File: config.mk
export PLATFORM = sky130hd
export DESIGN_NAME = combined_lcg_skip_ahead_core
export DESIGN_NICKNAME = d
export VERILOG_FILES = /design/src/rtl/core/clsa_pkg.sv /design/src/rtl/core/combined_lcg_skip_ahead_core.sv
export SDC_FILE = /design/constraint.sdc
export NUM_CORES = 2
export LEC_CHECK = 0
export BUFFER_PORTS_ARGS = -buffer_cell sky130_fd_sc_hd__buf_2
export CORE_ASPECT_RATIO = 0.75
export CORE_UTILIZATION = 65
export CTS_CLUSTER_SIZE = 14
export DETAILED_ROUTE_END_ITERATION = 10
export GPL_ROUTABILITY_DRIVEN = 1
export PLACE_DENSITY_LB_ADDON = 0.08
export SYNTH_ARGS = -nofsm -noshare
export SYNTH_HDL_FRONTEND = slang
export SYNTH_SLANG_ARGS = --single-unit
File: constraint.sdc
create_clock -name clk -period 29.2 [get_ports clk]
set_clock_uncertainty 0.05 [all_clocks]
set_input_delay 5.84 -clock clk [delete_from_list [all_inputs] [get_ports clk]]
set_output_delay 5.84 -clock clk [all_outputs]
set_load 0.05 [all_outputs]
File: src/rtl/core/clsa_pkg.sv
// clsa_pkg: shared types, sequencer states and jump-ahead rom tables
// for the combined generator skip-ahead core; no dependencies

package clsa_pkg;

	localparam int unsigned CNT_W     = 48;
	localparam int unsigned ROM_DEPTH = 48;
	localparam int unsigned ROM_AW    = 6;

	typedef struct packed {
		logic [30:0]        seed31_in;
		logic signed [31:0] seed27_in;
		logic [CNT_W-1:0]   skip_count;
	} in_word_t;

	typedef struct packed {
		logic [30:0]        seed31_out;
		logic signed [31:0] seed27_out;
	} out_word_t;

	typedef enum logic [2:0] {
		ST_IDLE,
		ST_MULX,
		ST_MULY,
		ST_FOLDY,
		ST_DONE
	} state_t;

	// multipliers for 2^k steps modulo 2^31-1
	localparam logic [30:0] MUL31_ROM [ROM_DEPTH] = '{
		31'd16807,      31'd282475249,  31'd984943658,  31'd1457850878,
		31'd1137522503, 31'd1636807826, 31'd685118024,  31'd515204530,
		31'd897054849,  31'd2038299453, 31'd1836275591, 31'd349037107,
		31'd149796865,  31'd1186652285, 31'd2106880871, 31'd877809922,
		31'd1682791109, 31'd1900685356, 31'd2080563572, 31'd612544882,
		31'd1295048709, 31'd1987420232, 31'd868966365,  31'd1331238991,
		31'd1550655590, 31'd766698560,  31'd1154667137, 31'd901595110,
		31'd1008653149, 31'd1821072732, 31'd2147466840, 31'd282475249,
		31'd984943658,  31'd1457850878, 31'd1137522503, 31'd1636807826,
		31'd685118024,  31'd515204530,  31'd897054849,  31'd2038299453,
		31'd1836275591, 31'd349037107,  31'd149796865,  31'd1186652285,
		31'd2106880871, 31'd877809922,  31'd1682791109, 31'd1900685356
	};

	// multipliers for 2^k steps modulo 2^27+1
	localparam logic [26:0] MUL27_ROM [ROM_DEPTH] = '{
		27'd4971028,   27'd24855136,  27'd19884109,  27'd9942055,
		27'd79536433,  27'd84507460,  27'd49710271,  27'd114333622,
		27'd64623352,  27'd99420541,  27'd124275676, 27'd39768217,
		27'd94449514,  27'd69594379,  27'd109362595, 27'd54681298,
		27'd34797190,  27'd129246703, 27'd4971028,   27'd24855136,
		27'd19884109,  27'd9942055,   27'd79536433,  27'd84507460,
		27'd49710271,  27'd114333622, 27'd64623352,  27'd99420541,
		27'd124275676, 27'd39768217,  27'd94449514,  27'd69594379,
		27'd109362595, 27'd54681298,  27'd34797190,  27'd129246703,
		27'd4971028,   27'd24855136,  27'd19884109,  27'd9942055,
		27'd79536433,  27'd84507460,  27'd49710271,  27'd114333622,
		27'd64623352,  27'd99420541,  27'd124275676, 27'd39768217
	};

	// increments for 2^k steps modulo 2^27+1
	localparam logic [26:0] ADD27_ROM [ROM_DEPTH] = '{
		27'd28363543,  27'd2045789,   27'd113454172, 27'd23096237,
		27'd95902744,  27'd17819543,  27'd70436275,  27'd41452010,
		27'd13309642,  27'd46503392,  27'd97977811,  27'd111448163,
		27'd78736543,  27'd13313303,  27'd46510714,  27'd68166293,
		27'd96564370,  27'd63882038,  27'd73082779,  27'd91484261,
		27'd23895658,  27'd112414667, 27'd6104146,   27'd106657805,
		27'd113895070, 27'd128369600, 27'd52927093,  27'd125738294,
		27'd122229886, 27'd25734584,  27'd41527114,  27'd73112174,
		27'd31890727,  27'd38926319,  27'd38084422,  27'd81139871,
		27'd107598445, 27'd26297864,  27'd27740593,  27'd120104537,
		27'd21483886,  27'd3199556,   27'd41196301,  27'd117189791,
		27'd30567475,  27'd81019058,  27'd32791414,  27'd115293098
	};

endpackage

File: src/rtl/core/combined_lcg_skip_ahead_core.sv
// combined_lcg_skip_ahead_core: advances both seeds of a combined generator
// by a skip count, one shared 32x31 multiplier under a small sequencer
// depends on clsa_pkg
// sequence: per count bit up to the highest set one, a clear bit only shifts the count and a
// set bit runs x multiply, y multiply and y fold; the result then waits in the done state
// one word at a time: the next word is taken as soon as the sequencer idles, even while the
// previous result waits in the output register
// reset: clears the sequencer state and output valid; datapath registers are not reset

module combined_lcg_skip_ahead_core #(
	parameter int unsigned SKIP_BITS = 48
) (
	input  logic               clk,
	input  logic               arst_n,
	input  logic               in_valid,
	output logic               in_ready,
	input  clsa_pkg::in_word_t in_data,
	output logic               out_valid,
	input  logic               out_ready,
	output clsa_pkg::out_word_t out_data
);
	import clsa_pkg::*;

	state_t state_q, state_d;

	logic [31:0]          x_q;
	logic [30:0]          y_q;
	logic [31:0]          raw27_q;
	logic [SKIP_BITS-1:0] n_q;
	logic [ROM_AW-1:0]    k_q;
	logic [62:0]          prod_q;
	logic                 out_valid_q;
	out_word_t            out_q;

	logic [31:0] mul_a;
	logic [30:0] mul_b;
	logic [62:0] mul_p;

	logic [32:0] fx1;
	logic [31:0] fx2;

	logic [58:0]        vy;
	logic signed [33:0] fy1;
	logic signed [33:0] fy2;

	logic in_fire;
	logic load_out;

	assign in_ready  = (state_q == ST_IDLE);
	assign in_fire   = in_valid && in_ready;
	assign out_valid = out_valid_q;
	assign out_data  = out_q;

	// shared multiplier operands
	always_comb begin
		if (state_q == ST_MULX) begin
			mul_a = x_q;
			mul_b = MUL31_ROM[k_q];
		end else begin
			mul_a = {1'b0, y_q};
			mul_b = {4'b0, MUL27_ROM[k_q]};
		end
	end

	assign mul_p = 63'(mul_a) * 63'(mul_b);

	// two folds modulo 2^31-1
	assign fx1 = {2'b0, prod_q[30:0]} + {1'b0, prod_q[62:31]};
	assign fx2 = {1'b0, fx1[30:0]} + {30'b0, fx1[32:31]};

	// add increment, then two folds modulo 2^27+1
	assign vy  = prod_q[58:0] + 59'(ADD27_ROM[k_q]);
	assign fy1 = $signed({7'b0, vy[26:0]}) - $signed({2'b0, vy[58:27]});
	assign fy2 = $signed({7'b0, fy1[26:0]}) - $signed({{27{fy1[33]}}, fy1[33:27]});

	always_comb begin
		state_d  = state_q;
		load_out = 1'b0;
		case (state_q)
			ST_IDLE: begin
				if (in_fire) state_d = ST_MULX;
			end
			ST_MULX: begin
				if (n_q == '0) state_d = ST_DONE;
				else if (n_q[0]) state_d = ST_MULY;
			end
			ST_MULY: begin
				state_d = ST_FOLDY;
			end
			ST_FOLDY: begin
				state_d = ST_MULX;
			end
			ST_DONE: begin
				if (!out_valid_q || out_ready) begin
					load_out = 1'b1;
					state_d  = ST_IDLE;
				end
			end
			default: begin
				state_d = ST_IDLE;
			end
		endcase
	end

	always_ff @(posedge clk or negedge arst_n) begin
		if (!arst_n) begin
			state_q <= ST_IDLE;
		end else begin
			state_q <= state_d;
		end
	end

	always_ff @(posedge clk or negedge arst_n) begin
		if (!arst_n) begin
			out_valid_q <= 1'b0;
		end else if (load_out) begin
			out_valid_q <= 1'b1;
		end else if (out_ready) begin
			out_valid_q <= 1'b0;
		end
	end

	always_ff @(posedge clk) begin
		case (state_q)
			ST_IDLE: begin
				if (in_fire) begin
					x_q     <= {1'b0, in_data.seed31_in};
					y_q     <= in_data.seed27_in[30:0];
					raw27_q <= in_data.seed27_in;
					n_q     <= in_data.skip_count[SKIP_BITS-1:0];
					k_q     <= '0;
				end
			end
			ST_MULX: begin
				if (n_q != '0) begin
					if (n_q[0]) begin
						prod_q <= mul_p;
					end else begin
						n_q <= n_q >> 1;
						k_q <= k_q + 1'b1;
					end
				end
			end
			ST_MULY: begin
				x_q    <= fx2;
				prod_q <= mul_p;
			end
			ST_FOLDY: begin
				y_q <= fy2[30:0];
				n_q <= n_q >> 1;
				k_q <= k_q + 1'b1;
			end
			ST_DONE: begin
				if (load_out) begin
					out_q.seed31_out <= x_q[30:0];
					out_q.seed27_out <= raw27_q[31] ? raw27_q : {1'b0, y_q};
				end
			end
			default: begin
			end
		endcase
	end

	// x stays loosely reduced after its fold
	a_x_range: assert property (@(posedge clk) disable iff (!arst_n)
		$past(state_q == ST_MULY) |-> x_q <= 32'h8000_0001)
		else $error("x fold out of range");

	// y fits in 28 bits after its fold
	a_y_range: assert property (@(posedge clk) disable iff (!arst_n)
		$past(state_q == ST_FOLDY) |-> y_q[30:28] == 3'b0)
		else $error("y fold out of range");

	// each finished set bit advances the rom index by one and returns to the x multiply
	a_k_step: assert property (@(posedge clk) disable iff (!arst_n)
		state_q == ST_FOLDY |=> k_q == $past(k_q) + 1'b1 && state_q == ST_MULX)
		else $error("bit index did not advance");

endmodule
* After elaboration in Yosys (flattened, before gate mapping) *
Memories as Yosys holds them, arrays and structs flattened.
Index checks and enable logic that the tools add are counted.

storage, ports and cells
  register bits after elaboration = 279
  memory bits (read-only) = 5,440
  memories = 3

operators by class
  add/sub/neg operators = 6
  multipliers = 1
  $lt $le $gt $ge = 1
  eq/ne operators = 10
  multiplexer cells = 33
  bitwise logic cells = 1
  reductions and logical operators = 19

memories
  name              depth  bits a word  read ports  clocked after memory_dff  write ports  line                                text
  (name not given)  64     31           1           0                         0            combined_lcg_skip_ahead_core.sv:58  mul_b = MUL31_ROM[k_q];
  (name not given)  64     27           1           0                         0            combined_lcg_skip_ahead_core.sv:72  assign vy = prod_q[58:0] + 59'(ADD27_ROM[k_q]);
  (name not given)  64     27           1           0                         0            combined_lcg_skip_ahead_core.sv:61  mul_b = {4'b0, MUL27_ROM[k_q]};

operator list
  operator                                        count
  48-bit two-way mux                              3
  48-bit case mux with 3 select lines             1
  63-bit two-way mux                              2
  63-bit case mux with 2 select lines             1
  31-bit two-way mux                              4
  27-bit two-way mux                              4
  32-bit two-way mux                              3
  32-bit case mux with 2 select lines             1
  32-bit by 31-bit multiplier with 63-bit output  1
  31-bit case mux with 2 select lines             1
  59-bit by 27-bit adder with 59-bit output       1
  48-bit logical NOT                              1
  48-bit nonzero test                             1
  31-bit by 32-bit adder with 33-bit output       1
  27-bit by 32-bit subtractor with 33-bit output  1
  31-bit by 2-bit adder with 32-bit output        1
  28-bit by 6-bit subtractor with 29-bit output   1
  6-bit two-way mux                               3
  6-bit case mux with 3 select lines              1
  3-bit case mux with 5 select lines              1
  3-bit two-way mux                               4
  3-bit AND reduction                             3
  2-bit AND reduction                             4
  2-bit nonzero test                              4
  16 further kinds                                23

* Logic depth before layout (Yosys ltp) *
  word-level depth = 9
  gate-level depth with buffers = 46

* Worst setup path after synthesis *
OpenSTA, ideal clock, no wires.

  kind = register to register
  start = reg k_q[3]
  end = reg y_q[26] (data pin)
  data arrival time = 9.509 ns
  required time = 28.890 ns
  setup slack = 19.381 ns
  stages on the path, launching flop included = 44
  path buffers = 9
  clock period less this slack = 9.819 ns
  path through = edfxtp_1 -> clkbuf_1 -> clkbuf_1 -> buf_2 -> clkbuf_1 -> buf_1 -> clkbuf_1 -> nand2_1 -> a221oi_1 -> a31oi_1 -> o21ai_0 -> ha_1 -> clkbuf_1 -> a211oi_1 -> o211ai_1 -> or3_1 -> o21ai_0 -> nor3_1 -> [... 8 more ...] -> and3b_1 -> a211oi_1 -> o311a_1 -> nand2_1 -> nand3_1 -> and3_1 -> clkbuf_1 -> and3_1 -> ha_1 -> clkbuf_1 -> a22o_1 -> or4_1 -> nor3_1 -> o31ai_1 -> a21o_1 -> a21oi_1 -> xnor2_1 -> mux2_2

on the way
  word-level cells in the longest chain between the ends = 8

ends and longest elaborated chain
  item                                                   line                                 text
  start: declaration                                     combined_lcg_skip_ahead_core.sv:30   logic [ROM_AW-1:0] k_q;
  start signal: assignment                               combined_lcg_skip_ahead_core.sv:140  k_q <= k_q + 1'b1;
  start signal: assignment                               combined_lcg_skip_ahead_core.sv:151  k_q <= k_q + 1'b1;
  6-bit NOT with 7-bit output (not written as such)      combined_lcg_skip_ahead_core.sv:72
  memory read 64 x 27 bit                                n/a
  27-bit two-way mux (not written as such) (2 in a row)  combined_lcg_skip_ahead_core.sv:72
  59-bit by 27-bit adder with 59-bit output              combined_lcg_skip_ahead_core.sv:72
  27-bit by 32-bit subtractor with 33-bit output         combined_lcg_skip_ahead_core.sv:73   assign fy1 = $signed({7'b0, vy[26:0]}) - $signed({2'b0, vy[58:27]});
  28-bit by 6-bit subtractor with 29-bit output          combined_lcg_skip_ahead_core.sv:74   assign fy2 = $signed({7'b0, fy1[26:0]}) - $signed({{27{fy1[33]}}, fy1[33:27]});
  31-bit case mux with 2 select lines                    combined_lcg_skip_ahead_core.sv:124  case (state_q)
  end signal: assignment                                 combined_lcg_skip_ahead_core.sv:128  y_q <= in_data.seed27_in[30:0];
  end signal: assignment                                 combined_lcg_skip_ahead_core.sv:149  y_q <= fy2[30:0];
  end: declaration                                       combined_lcg_skip_ahead_core.sv:27   logic [30:0] y_q;

Every way passes these cells. The select of a mux whose other input is x is not followed.
A chain may end at the register's enable or synchronous reset.

* Worst setup path after layout *
  start = reg k_q[1]
  end = reg y_q[26] (data pin)

The elaborated chain is that of the path after synthesis.

==> results.md <==
- HPWL Detailed: 159.8 mm
- Max clock buf depth: 3
- # DRC: 0
- Synth Instances: 6179
- Netlist cell types: 91
- Syn nets: 7560
- Vias: 48.71k
- Clk root buf: clkbuf_16
- FMAX: 74.29 MHz
- Final setup viols: 0
- Antenna-violating nets left: 0
- Initial antenna violation count: 15
- Synth Cell Area: 53790 µm²
- RR Startpoint: k_q[1]
- Number of buffers created by CTS: 27
- Post-synth top flop: edfxtp_1
- WP buf/inv: 3
- Hold Path Class: reg -> reg
- Post-synth EDFFs: 275
- Post-synth ARST share: 0.01434
- Overflow left after global routing: 0
- Core area: 81190 µm²
- Synth Warn #: 0
- Non-filler cells, final: 7337
- R2R Path End: y_q[26]
- WS Path Type: reg -> reg
- Iteration-0 DRC Markers: 6661
- Max-cap violation count: 0
- Worst Path Required: 29.52 ns
- Die area: 83920 µm²
- DP Cell Count: 7276
- Die Ht: 251.1 µm
- Post_cts resized: 0
- Final WL: 204.7 mm
- RSZ-0062 raised after global routing: no
- Seq/Total Area, Yosys: 0.1554
- Die X: 334.2 µm
- Worst Tran Pin Value: 1.368 ns
- Vias in the first global route: 47.47k
- Clock Sinks: 279
- Clock latency at the later pin of the worst-skew pair: 0.62 ns
- RePlAce Congestion: 1.155
- Clk pin slew, worst setup/hold paths: 0.07 ns
- Flop2flop setup slack: 15.74 ns
- Final net count: 7582
- Syn avg cell area: 8.706 µm²
- Final clock period utilization by the worst path: 0.4610
- Vias/cell: 6.639
- Filler cell count: 6254
- Commonest non-fill, non-tap cell in the layout: inv_1
- CP Data Arrival Time: 13.78 ns
- CP max stage delay: 0.90 ns
- Share of cells above drive strength 1: 0.07654
- Seq cells post-synth: 279
- Area grow syn2layout: 5.903%
- Final min period: 13.46 ns
- Worst Reg-to-Reg Cells: 40
- Crit. End Element: flop
- Most frequent cells in the layout: inv_1 (911), nand2_1 (900), fa_1 (871)
- DRT Pass-1 Iters: 7
- CTS tree: yes
- H-tree depth reported by CTS: 1
- Floorplan row count: 90
- Tot GR Track Use: 0.4904
- Slew Limit Headroom: 0.08173
- Pins Over Slew Limit: 0
- Fin. Hold Viols: 0
- CP startpoint kind: flop
- Largest net degree at the start of global routing: 81
- Delay-heaviest family, CP: compound AO/OA/AOI/OAI gates
- Post-route setup TNS: 0 ns
- Final hold slack: 0.4348 ns
- WL/cell: 27.89 µm
- WHS Path Cells: 0
- Run status: finished clean
- Initial core utilization: 0.6625
- Hold_sp: x_q[30]
- Worst-path maximum fanout: 31
- Port Buffers: 179
- WHS Endpoint: out_data[62]
- Critical-path top delay cell: nor2_1
- First-pass GRT wire length: 301.8 mm
- Post-CTS Setup Bufs: 0
- Hold_buf cts: 0
- Top-level I/O count: 180
- Fin util: 0.7016
==> metrics by stage <==
stage / instance area [µm²] / setup slack, ns
after floorplan: 53790 / 19.38
after global placement: 56120 / 16.95
after detailed placement: 56120 / 16.67
after CTS: 56930 / 16.57
after global routing: 56930 / 15.34
final: 56970 / 15.74
==> worst register-to-register path: cells and delay by family (launching register included) <==
family | cells | cell delay (ns)
buffers and inverters | 3 | 1.25
xor gates and xnor gates | 2 | 0.28
DFF | 1 | 0.32
AOI/OAI and AO/OA | 17 | 4.94
adders and majority gates | 4 | 2.24
muxes | 2 | 0.53
and+or+nand+nor | 12 | 3.60
==> layer usage <==
| layer | vias up | wire length, µm | track usage |
|---|---|---|---|
| li1 | 20200 | - | - |
| met1 | 23670 | 74650 | 0.6516 |
| met2 | 4003 | 79730 | 0.6545 |
| met3 | 829 | 36700 | 0.2448 |
| met4 | 18 | 13330 | 0.2507 |
| met5 | - | 245 | 0.01093 |
==> worst max-delay path by stage <==
stage,from,end,cells after the start
after floorplan,k_q[3],y_q[26],43
after global placement,k_q[1],prod_q[59],35
after detailed placement,k_q[1],prod_q[59],37
after CTS,k_q[1],prod_q[59],37
after global routing,k_q[1],y_q[26],40
final,k_q[1],y_q[26],40
==> Yosys cell counts, drive strengths merged (21+ instances only) <==
library cell / number / area [µm²]
inv: 913 / 3427
nand2: 904 / 3396
fa: 871 / 17440
nor2: 663 / 2489
ha: 395 / 4942
edfxtp: 275 / 8258
clkbuf: 271 / 1017
o21ai: 265 / 1326
a21oi: 260 / 1301
xnor2: 115 / 1007
nand3: 95 / 475.5
a21o: 84 / 630.6
nand2b: 84 / 525.5
xor2: 79 / 691.9
nor3: 70 / 355.3
and2: 60 / 375.4
buf: 52 / 206.4
a22o: 49 / 429.2
mux2i: 45 / 450.4
a211oi: 44 / 340.3
o211ai: 43 / 322.8
mux2: 41 / 465.4
nand4: 40 / 262.8
o21a: 37 / 277.8
o31ai: 34 / 269.0
a31oi: 33 / 206.5
and3: 26 / 162.7
o21bai: 26 / 195.2
o311ai: 23 / 201.4
nor2b: 22 / 137.6
nor4: 21 / 156.4
==> cell families after synthesis <==
logic type      count (synthesis)  synth area share
compound gates               1055            0.1277
simple gates                 2060            0.1653
fa+ha+maj                    1266            0.4160
buf+inv                      1238           0.08660
mux                            87           0.01744
xor+xnor                      194           0.03159
flops                         279            0.1554
==> area by class of cell <==
type / count / area [µm²] / share of cell area
inverters: 915 / 3435 / 0.06029
clock inverters: 15 / 122.6 / 0.002152
multi-input cells: 4662 / 41020 / 0.7200
well taps: 1104 / 1381 / 0.02425
clock buffers: 32 / 694.4 / 0.01219
repair buffers: 316 / 1924 / 0.03378
diodes: 14 / 35.03 / 0.0006150
flip-flops and latches: 279 / 8358 / 0.1467
==> flip-flops by register name (all words and copies together), names as in the netlist <==
| register | count |
|---|---|
| prod_q | 63 |
| state_q | 3 |
| out_valid | 1 |
| n_q | 48 |
| y_q | 31 |
| x_q | 32 |
| out_data | 63 |
| k_q | 6 |
| raw27_q | 32 |
Power is not shown: default switching activity piles up to over one toggle a cycle in this logic, so the estimate is an artifact.
